--- config.mk ---
export PLATFORM = sky130hd
export DESIGN_NAME = ws_key_number_decoder_top
export DESIGN_NICKNAME = d
export VERILOG_FILES = /design/src/rtl/core/wkd_pkg.sv /design/src/rtl/core/wkd_divider.sv /design/src/rtl/core/ws_key_number_decoder_top.sv
export SDC_FILE = /design/constraint.sdc
export NUM_CORES = 1
export LEC_CHECK = 0
export BUFFER_PORTS_ARGS = -buffer_cell sky130_fd_sc_hd__buf_2
export CAP_MARGIN = 10
export CORE_MARGIN = 3
export CORE_UTILIZATION = 36
export DETAILED_ROUTE_END_ITERATION = 8
export GPL_TIMING_DRIVEN = 0
export PLACE_DENSITY = 0.52
export SYNTH_ARGS = -nofsm -noshare
export SYNTH_HDL_FRONTEND = slang
export SYNTH_SLANG_ARGS = --single-unit
--- constraint.sdc ---
create_clock -name i_clk -period 10.48 [get_ports i_clk]
set_clock_uncertainty 0.1 [all_clocks]
set_input_delay 1.048 -clock i_clk [delete_from_list [all_inputs] [get_ports i_clk]]
set_output_delay 1.048 -clock i_clk [all_outputs]
set_load 0.01 [all_outputs]
--- src/rtl/core/wkd_pkg.sv ---
// Shared types and constants of the key number decoder.
package wkd_pkg;

    localparam int KEY_WIDTH    = 32;
    localparam int DIV_STEPS    = KEY_WIDTH;
    localparam int DIV_CNT_BITS = $clog2(DIV_STEPS);

    localparam logic [7:0] CHR_ZERO  = 8'h30;
    localparam logic [7:0] CHR_NINE  = 8'h39;
    localparam logic [7:0] CHR_SPACE = 8'h20;

    localparam logic [1:0] ST_OK       = 2'd0;
    localparam logic [1:0] ST_NO_SPACE = 2'd1;
    localparam logic [1:0] ST_OVERFLOW = 2'd2;

    typedef struct packed {
        logic [7:0] key_char;
        logic       last_char;
    } t_in_word;

    typedef struct packed {
        logic [KEY_WIDTH-1:0] key_value;
        logic [1:0]           status;
    } t_out_word;

    typedef struct packed {
        logic                    busy;
        logic [DIV_CNT_BITS-1:0] step;
    } t_div_stat;

endpackage

--- src/rtl/core/wkd_divider.sv ---
// Bit-serial restoring divider: 32-bit dividend by a narrow divisor.
module wkd_divider import wkd_pkg::*; #(
    parameter int DIVISOR_BITS = 8
) (
    input  logic                    i_clk,
    input  logic                    i_rst_n,
    input  logic                    i_start,
    input  logic [KEY_WIDTH-1:0]    i_dividend,
    input  logic [DIVISOR_BITS-1:0] i_divisor,
    output t_div_stat               o_stat,
    output logic [KEY_WIDTH-1:0]    o_quotient
);

    logic                    r_busy;
    logic [DIV_CNT_BITS-1:0] r_cnt;
    logic [KEY_WIDTH-1:0]    r_quo;
    logic [DIVISOR_BITS-1:0] r_rem;
    logic [DIVISOR_BITS-1:0] r_dvs;

    logic [DIVISOR_BITS:0]   rem_sh;
    logic [DIVISOR_BITS:0]   diff;
    logic                    ge;
    logic [DIVISOR_BITS-1:0] n_rem;
    logic [KEY_WIDTH-1:0]    n_quo;

    // one quotient bit per step: shift in the next dividend bit, subtract if it fits
    always_comb begin
        rem_sh = {r_rem, r_quo[KEY_WIDTH-1]};
        diff   = rem_sh - {1'b0, r_dvs};
        ge     = (rem_sh >= {1'b0, r_dvs});
        n_rem  = ge ? diff[DIVISOR_BITS-1:0] : rem_sh[DIVISOR_BITS-1:0];
        n_quo  = {r_quo[KEY_WIDTH-2:0], ge};
    end

    always_ff @(posedge i_clk) begin
        if (!i_rst_n) begin
            r_busy <= 1'b0;
            r_cnt  <= '0;
        end else if (i_start) begin
            r_busy <= 1'b1;
            r_cnt  <= '0;
        end else if (r_busy) begin
            r_cnt <= r_cnt + 1'b1;
            if (r_cnt == DIV_CNT_BITS'(DIV_STEPS - 1)) begin
                r_busy <= 1'b0;
            end
        end
    end

    always_ff @(posedge i_clk) begin
        if (i_start) begin
            r_quo <= i_dividend;
            r_rem <= '0;
            r_dvs <= i_divisor;
        end else if (r_busy) begin
            r_quo <= n_quo;
            r_rem <= n_rem;
        end
    end

    assign o_stat.busy = r_busy;
    assign o_stat.step = r_cnt;
    assign o_quotient  = r_quo;

endmodule

--- src/rtl/core/ws_key_number_decoder_top.sv ---
// Top level of the handshake key number decoder.
// Takes one key header character per word on the input channel, one per cycle while ready is high.
// Digits '0'..'9' build an unsigned decimal number, spaces are counted
// (saturating at 2**SPACE_COUNT_BITS - 1), all other bytes are ignored.
// The word flagged last_char closes the key: the block then drops ready and
// runs a bit-serial restoring divider, one quotient bit per cycle, so input
// pauses for the 32 divider steps and until the result is loaded into the output
// register before the next key may start. The result word carries the
// quotient and a status: no spaces (value 0) wins over a number beyond
// 32 bits (value 0). The output register holds the result until taken, and
// characters of the next key are accepted meanwhile; a following last_char
// divides as usual and its result waits until the output register is free.
// All running state returns to zero after each key.
module ws_key_number_decoder_top import wkd_pkg::*; #(
    parameter int SPACE_COUNT_BITS = 8
) (
    input  logic      i_clk,
    input  logic      i_rst_n,
    input  logic      i_in_valid,
    output logic      o_in_ready,
    input  t_in_word  i_in_data,
    output logic      o_out_valid,
    input  logic      i_out_ready,
    output t_out_word o_out_data
);

    localparam logic S_ACC = 1'b0;
    localparam logic S_DIV = 1'b1;

    logic                        r_state;
    logic [KEY_WIDTH-1:0]        r_acc;
    logic                        r_ovf;
    logic [SPACE_COUNT_BITS-1:0] r_spc;
    logic [1:0]                  r_status;
    logic                        r_out_valid;
    t_out_word                   r_out;

    logic                        in_acc;
    logic                        is_digit;
    logic                        is_space;
    logic [3:0]                  digit;
    logic [KEY_WIDTH+3:0]        acc_x10;
    logic [KEY_WIDTH-1:0]        n_acc;
    logic                        n_ovf;
    logic [SPACE_COUNT_BITS-1:0] n_spc;
    logic [1:0]                  n_status;
    logic                        key_done;
    logic                        out_load;
    t_div_stat                   div_stat;
    logic [KEY_WIDTH-1:0]        quotient;

    assign o_in_ready = (r_state == S_ACC);
    assign in_acc     = i_in_valid && o_in_ready;
    assign key_done   = in_acc && i_in_data.last_char;

    // character decode and next running state
    always_comb begin
        is_digit = (i_in_data.key_char >= CHR_ZERO) && (i_in_data.key_char <= CHR_NINE);
        is_space = (i_in_data.key_char == CHR_SPACE);
        digit    = 4'(i_in_data.key_char - CHR_ZERO);
        acc_x10  = {1'b0, r_acc, 3'b000} + {3'b000, r_acc, 1'b0}
                 + {(KEY_WIDTH)'(0), digit};
        n_acc    = r_acc;
        n_ovf    = r_ovf;
        n_spc    = r_spc;
        if (is_digit && !r_ovf) begin
            // freeze the number at its last in-range value
            if (acc_x10[KEY_WIDTH+3:KEY_WIDTH] != 4'd0) begin
                n_ovf = 1'b1;
            end else begin
                n_acc = acc_x10[KEY_WIDTH-1:0];
            end
        end else if (is_space && (r_spc != '1)) begin
            n_spc = r_spc + 1'b1;
        end
        priority if (n_spc == '0) begin
            n_status = ST_NO_SPACE;
        end else if (n_ovf) begin
            n_status = ST_OVERFLOW;
        end else begin
            n_status = ST_OK;
        end
    end

    wkd_divider #(
        .DIVISOR_BITS (SPACE_COUNT_BITS)
    ) u_div (
        .i_clk      (i_clk),
        .i_rst_n    (i_rst_n),
        .i_start    (key_done),
        .i_dividend (n_acc),
        .i_divisor  (n_spc),
        .o_stat     (div_stat),
        .o_quotient (quotient)
    );

    // load the result once the divider is through and the output slot is free
    assign out_load = (r_state == S_DIV) && !div_stat.busy && (!r_out_valid || i_out_ready);

    always_ff @(posedge i_clk) begin
        if (!i_rst_n) begin
            r_state     <= S_ACC;
            r_acc       <= '0;
            r_ovf       <= 1'b0;
            r_spc       <= '0;
            r_out_valid <= 1'b0;
        end else begin
            if (key_done) begin
                // clear running state for the next key
                r_acc   <= '0;
                r_ovf   <= 1'b0;
                r_spc   <= '0;
                r_state <= S_DIV;
            end else if (in_acc) begin
                r_acc <= n_acc;
                r_ovf <= n_ovf;
                r_spc <= n_spc;
            end else if (out_load) begin
                r_state <= S_ACC;
            end
            if (out_load) begin
                r_out_valid <= 1'b1;
            end else if (i_out_ready) begin
                r_out_valid <= 1'b0;
            end
        end
    end

    always_ff @(posedge i_clk) begin
        if (key_done) begin
            r_status <= n_status;
        end
        if (out_load) begin
            r_out.key_value <= (r_status == ST_OK) ? quotient : '0;
            r_out.status    <= r_status;
        end
    end

    assign o_out_valid = r_out_valid;
    assign o_out_data  = r_out;

`ifndef SYNTHESIS
    a_busy_blocks_input: assert property (@(posedge i_clk) disable iff (!i_rst_n)
        div_stat.busy |-> !o_in_ready)
        else $error("input ready while divider busy");

    a_last_starts_div: assert property (@(posedge i_clk) disable iff (!i_rst_n)
        key_done |=> (div_stat.busy && (div_stat.step == '0) && (r_state == S_DIV)))
        else $error("divider not started after last character");

    a_last_clears_state: assert property (@(posedge i_clk) disable iff (!i_rst_n)
        key_done |=> ((r_acc == '0) && !r_ovf && (r_spc == '0)))
        else $error("running state not cleared after key");

    a_error_zero_value: assert property (@(posedge i_clk) disable iff (!i_rst_n)
        (o_out_valid && (o_out_data.status != ST_OK)) |-> (o_out_data.key_value == '0))
        else $error("nonzero key value with error status");
`endif

endmodule
==> results of run 1 <==
[power groups by stage]
stage	Sequential, mW	Clock [mW]	Combinational, mW
detailed placement	0.612	0	0.161
global route	0.604	0.628	0.183
finish	0.600	0.592	0.159
global placement	0.612	0	0.157
floorplan	0.610	0	0.113
CTS	0.601	0.605	0.162
[per-stage QoR]
stage / total power, mW / area [sq um] / instances
global route: 1.42 / 9450 / 1224
finish: 1.35 / 9450 / 1224
global placement: 0.770 / 8800 / 1190
CTS: 1.37 / 9450 / 1224
floorplan: 0.723 / 8210 / 862
detailed placement: 0.773 / 8870 / 1192
[registers in the layout, summed over array words and instances (netlist names)]
signal / flops
o_out_data: 34
o_out_valid: 1
r_acc: 32
r_ovf: 1
r_spc: 8
r_state: 1
r_status: 2
u_div.o_quotient: 32
u_div.r_busy: 1
u_div.r_cnt: 5
u_div.r_dvs: 8
u_div.r_rem: 8
[synthesized netlist by cell type, types with 3 or more instances]
master	count	area [sq um]
o21ai_1	34	170
or3_1	8	50.1
a21boi_0	7	52.6
xor2_1	25	219
a21o_1	3	22.5
a21oi_1	85	425
nor2b_1	9	56.3
nand2b_1	10	62.6
and2_1	36	225
buf_6	4	45.0
fa_1	3	60.1
nor2_1	37	139
o21a_1	6	45.0
clkbuf_1	24	90.1
edfxtp_1	76	2280
ha_1	74	926
o211ai_1	5	37.5
xnor2_1	19	166
nand3_1	36	180
inv_1	22	82.6
nand3b_1	3	22.5
nor4_1	5	31.3
buf_2	6	30.0
nand4_1	13	81.3
o21ai_0	47	235
nand2_1	106	398
dfxtp_1	57	1140
a31oi_1	5	31.3
buf_12	3	60.1
and3_1	4	25.0
mux2_2	3	33.8
nor3_1	12	60.1
mux2i_1	34	340
[worst register-to-register path, cell delays in order (launching register included)]
cell	delay (ns)
dfxtp_1	0.41
inv_1	0.08
fa_1	0.49
inv_1	0.08
fa_1	0.48
nand3_1	0.13
a21oi_1	0.12
o211ai_1	0.19
nand3_1	0.23
and3b_1	0.27
or3_1	0.37
o2111a_1	0.16
buf_6	0.15
buf_12	0.16
mux2i_1	0.23
o21ai_1	0.10
[logic make-up (layout without fill, tap and decap cells)]
logic type	Yosys count	count (layout)
AND/OR/NAND/NOR	293	293
AO/OA/AOI/OAI	217	217
flip-flops	133	133
adder cells (fa/ha/maj)	77	77
buffers and inverters	61	143
XOR/XNOR	44	44
multiplexers	37	37
[area by class of cell]
class	instances	area, sq um	share of cell area
timing repair buffer	50	295	0.0312
tap	280	350	0.0371
buffer	39	233	0.0246
inverter	22	82.6	0.00874
clock buffer	21	482	0.0510
clock inverter	11	98.8	0.0105
multi-input combinational	668	4480	0.475
sequential	133	3420	0.362
[layer usage]
layer	up-vias	routed length, um	GRT usage
met4	0	179	0.0421
met1	3053	9800	0.229
met3	11	548	0.0333
li1	3267	-	-
met2	84	9440	0.277
met5	-	0	0
[path summary, 6_finish.rpt]
check,start,end,slack (ns),depth (start not counted)
setup / recovery,i_in_data[4],u_div.o_quotient[4],6.13,16
hold reg to reg,o_out_valid,o_out_valid,0.39,2
setup reg to reg,r_acc[2],u_div.o_quotient[4],6.46,15
hold / removal,o_out_valid,o_out_valid,0.39,2
==> results.toml, run 1 <==
[power]
p_sw_frac = 0.259
vdd_drop_max_mv = 0.0797
leakage_nw = 3.75
pwr-share-clk = 0.438
power_frac_comb = 0.118
p_seq_frac = 0.444
p_sw_mw = 0.350
internal_power_mw = 1.00
power_density_nw_per_um2 = 143

[timing]
post-route-period-util = 0.415
slew-limit-headroom = 0.483
setup_viol = 0
fin_hold_ws_ns = 0.390
fmax_mhz = 230
fin_crit_ns = 4.35
worst_slack_ns = 6.13
setup_tns_ns = 0
slew_viol_final = 0
hold_viol = 0
rsz0062_at_grt = "no"
worst_pin_slew_ns = 0.769

[global_route]
grt_start_max_net_pins = 21
antenna_found_initial = 0
grt_overflow_total = 0
grt_pass1_vias = 6398
track_usage = 0.169
grt_pass1_wl_mm = 33.1

[drt]
route.detailed.drc = 0
antenna_left = 0
drt_wl_total_mm = 20.0
drt_first_pass_iters = 5
dr.first_iter.drc_count = 388
avgRoutedWirePerCell_um = 16.3
via_per_inst = 5.24
route.vias.total = 6415

[placement]
hpwl_mm = 15.1
gp_congestion = 0.881
pre_cts_ws_ns = 5.62
portBuffers = 48

[clocking]
cts_resized = 0
cts_tree = "built"
numCtsBuffers = 17
cts_sinks = 133
clockRootBuffer = "clkbuf_16"
cts_buffer_depth = 2
htree_levels = 4
clk_latency_ns = 0.44
cts.clk_slew.worst_paths_ns = 0.06
cts_hold_buffers = 0
post-cts-setup-buffer-count = 0

[logic_synthesis]
muxShareOfSynthArea = 0.0456
yosysWarnings = 0
synth_compound_area_frac = 0.154
ys.flop_type = "edfxtp_1"
ys_ff_latch = 133
synth_top_family_by_area = "simple AND/OR/NAND/NOR gates"
yosys.area_share.xor_xnor = 0.0469
synth_fa_ha_area_frac = 0.120
syn-num-nets = 952
yosys.area_share.simple = 0.178
ys_types = 66
yosysSeqAreaShare = 0.417
synthArstFlopShare = 0
synthCells = 862
synth_edf_count = 76
avgSynthCellArea_sq_um = 9.53
syn-cell-area_sq_um = 8210

[setup_path]
cp_data_arrival_time_ns = 4.42
crit_chain = "buf_2 > inv_1 > fa_1 > inv_1 > fa_1 > nand3_1 > a21oi_1 > o211ai_1 > nand3_1 > and3b_1 > or3_1 > o2111a_1 > buf_6 > buf_12 > mux2i_1 > o21ai_1"
crit_path_top_delay_cell = "fa_1"
cp-start-kind = "input port"
crit_fanout = 10
worst-path-buf-inv = 5
critPathTopFamily = "adder cells"
required_ns = 10.55
end_kind = "flip-flop"
critical-path-max-stage-delay_ns = 0.54
path_class = "input port to flip-flop"

[cells_and_area]
mostFrequentLayoutCell = "nand2_1"
postLayoutCoreUtil = 0.428
drive_gt1_frac = 0.117
area_delta_synth_final_pct = 15.1
fin_nets = 1021
antenna_cells = 0
n_fill_cell = 2188
layout_common_cells = "106 x nand2_1, 85 x a21oi_1, 76 x edfxtp_1"

[die]
initial_core_util = 0.372
num_rows = 54
die_y_um = 157
die_area_sq_um = 24700
die_w_um = 157
core-area_sq_um = 22100
io_pins = 49

[status]
outcome = "finished clean"

[run]
cap_viol_max_count = 0

[hold_path]
hold_path_class = "flip-flop to flip-flop"
No activity file was read; power rests on OpenSTA's default activity.
==> run 2, diff against run 1 <==
--- a/config.mk
+++ b/config.mk
@@ -5,6 +5,7 @@
 export SDC_FILE = /design/constraint.sdc
 export NUM_CORES = 1
 export LEC_CHECK = 0
+export ABC_AREA = 1
 export BUFFER_PORTS_ARGS = -buffer_cell sky130_fd_sc_hd__buf_2
 export CAP_MARGIN = 10
 export CORE_MARGIN = 3
==> constraint.sdc (replaced) <==
create_clock -name i_clk -period 4.17 [get_ports i_clk]
set_clock_uncertainty 0.1 [all_clocks]
set_input_delay 0.417 -clock i_clk [delete_from_list [all_inputs] [get_ports i_clk]]
set_output_delay 0.417 -clock i_clk [all_outputs]
set_load 0.01 [all_outputs]
==> run 2 against run 1 <==
Net effect:
- non-clock buffer count decreased by 2
- critical endpoint is now u_div.o_quotient[13]
- cell area increased by 12%
- hold slack got worse by 0.23 ns
- die area increased by 12%
- highest routed layer unchanged
- worst setup slack got worse by 5.7 ns
- count of clock-buffer cells in the layout decreased by 2
==> results.toml, run 2 <==
[drt]
route.detailed.drc = 0
avgRoutedWirePerCell_um = 14.1
route.vias.total = 8002
antenna_left = 0
drt_wl_total_mm = 24.0
drt_first_pass_iters = 6
via_per_inst = 4.70
dr.first_iter.drc_count = 548

[cells_and_area]
layout_common_cells = "388 x nand2_1, 182 x inv_1, 168 x nor2_1"
fin_nets = 1448
drive_gt1_frac = 0.112
antenna_cells = 0
design_area_sq_um = 10500
area_delta_synth_final_pct = 14.0
mostFrequentLayoutCell = "nand2_1"
largest_reg_flops = 34

[power]
power_density_nw_per_um2 = 367
vdd_drop_max_mv = 0.277
leakage_nw = 5.54

[clocking]
clockRootBuffer = "clkbuf_16"
clk_latency_ns = 0.42
post-cts-setup-buffer-count = 0
cts_buffer_depth = 2
cts.clk_slew.worst_paths_ns = 0.06
cts_hold_buffers = 0
htree_levels = 4
numCtsBuffers = 17
cts_tree = "built"
cts_sinks = 133
cts_resized = 0

[placement]
hpwl_mm = 19.1
dpl_cell_area_sq_um = 9950
portBuffers = 48
gp_congestion = 0.893
pre_cts_ws_ns = 0.268

[logic_synthesis]
yosysWarnings = 0
synthCells = 1288
avgSynthCellArea_sq_um = 7.18
ys_ff_latch = 133
ys.flop_type = "edfxtp_1"
syn-cell-area_sq_um = 9250
yosys.area.top_type = "edfxtp_1"
yosysSeqAreaShare = 0.370
synthArstFlopShare = 0
synth.top_cell.area_share = 0.247
syn-num-nets = 1378
ys_types = 41
synth_edf_count = 76
synth.most_common_cell = "nand2_1"
synth_area_leaders = "edfxtp_1 25%, nand2_1 16%, dfxtp_1 12%"
yosys-top-cells-count = "389 x nand2_1, 182 x inv_1, 168 x nor2_1"

[setup_path]
crit_fanout = 10
cp_data_arrival_time_ns = 3.80
cp-start-kind = "flip-flop"
reg2regPathDepth = 21
end_kind = "flip-flop"
required_ns = 4.24
path_class = "flip-flop to flip-flop"

[die]
die_area_sq_um = 27600
io_pins = 49
core-area_sq_um = 25200
num_rows = 58
die_w_um = 166
initial_core_util = 0.367
die_y_um = 166

[run]
cap_viol_max_count = 0

[timing]
fin_crit_ns = 3.73
hold_viol = 0
worst_pin_slew_ns = 0.956
slew-limit-headroom = 0.363
fmax_mhz = 268
slew_viol_final = 0
fin_hold_ws_ns = 0.162
worst_slack_ns = 0.444
rsz0062_at_grt = "no"
post-route-period-util = 0.894
setup_tns_ns = 0
setup_viol = 0

[global_route]
grt_pass1_wl_mm = 39.2
grt_overflow_total = 0
grt_start_max_net_pins = 26
track_usage = 0.175
antenna_found_initial = 0
grt_pass1_vias = 7686

[status]
outcome = "finished clean"

[hold_path]
hold_path_class = "input port to flip-flop"
whs_path_depth = 2
[run 2: path summary, 6_finish.rpt]
| check | from | endpoint | slack (ns) |
|---|---|---|---|
| worst min register to register | r_status[1] | o_out_data[1] | 0.35 |
| worst max register to register | r_acc[2] | u_div.o_quotient[13] | 0.44 |
| worst max-delay path | r_acc[2] | u_div.o_quotient[13] | 0.44 |
| worst min-delay path | i_rst_n | o_out_valid | 0.16 |
[run 2: routing by layer]
metal  global-route usage  up-vias  routed length (um)
met3               0.0262       25                 664
li1                     -     4242                   -
met1                0.239     3623               11900
met5                    0        -                   0
met4               0.0502        0                 434
met2                0.288      112               10900
[run 2: final cells by class]
type	count	area [sq um]
fill	2646	14600
multi-input combinational	930	4940
sequential	133	3420
inverter	189	709
clock buffer	19	433
tap	330	413
timing repair buffer	51	283
buffer	36	183
clock inverter	13	158
[run 2: logic make-up (layout without fill, tap and decap cells)]
| family | count (synthesis) | in the layout | share of synthesized area |
|---|---|---|---|
| AOI/OAI and AO/OA | 87 | 87 | 0.0525 |
| xor gates and xnor gates | 33 | 33 | 0.0313 |
| adders and majority gates | 77 | 77 | 0.107 |
| buffers and inverters | 225 | 308 | 0.0965 |
| DFF | 133 | 133 | 0.370 |
| and+or+nand+nor | 733 | 733 | 0.343 |
[run 2: stage by stage]
stage	power, mW	instances	utilization
finish	3.87	1701	0.419
global route	4.08	1701	0.419
CTS	3.90	1701	0.419
detailed placement	2.39	1669	0.395
global placement	2.38	1666	0.393
floorplan	2.17	1288	-
[run 2: where the power goes]
part,internal (mW),leakage (nW),switching (mW),total [mW]
registers,1.51,1.19,0.0696,1.58
logic,0.275,4.06,0.508,0.783
clock network,0.937,0.281,0.573,1.51
total,2.72,5.54,1.15,3.87
[run 2: worst max-delay path, cell delays in order (launching register included)]
cell,delay [ns]
dfxtp_1,0.41
inv_1,0.09
fa_1,0.50
inv_1,0.08
fa_1,0.45
nand2_1,0.09
nand2_1,0.13
nand3_1,0.12
nand2_1,0.12
nand2_1,0.12
nand2_2,0.09
nand2_1,0.12
nand2_1,0.06
nand2_1,0.07
nand2_2,0.08
nor2_8,0.19
nand3_4,0.13
buf_6,0.21
nand2_2,0.06
nand2_1,0.09
nand2_1,0.09
nand2_1,0.06
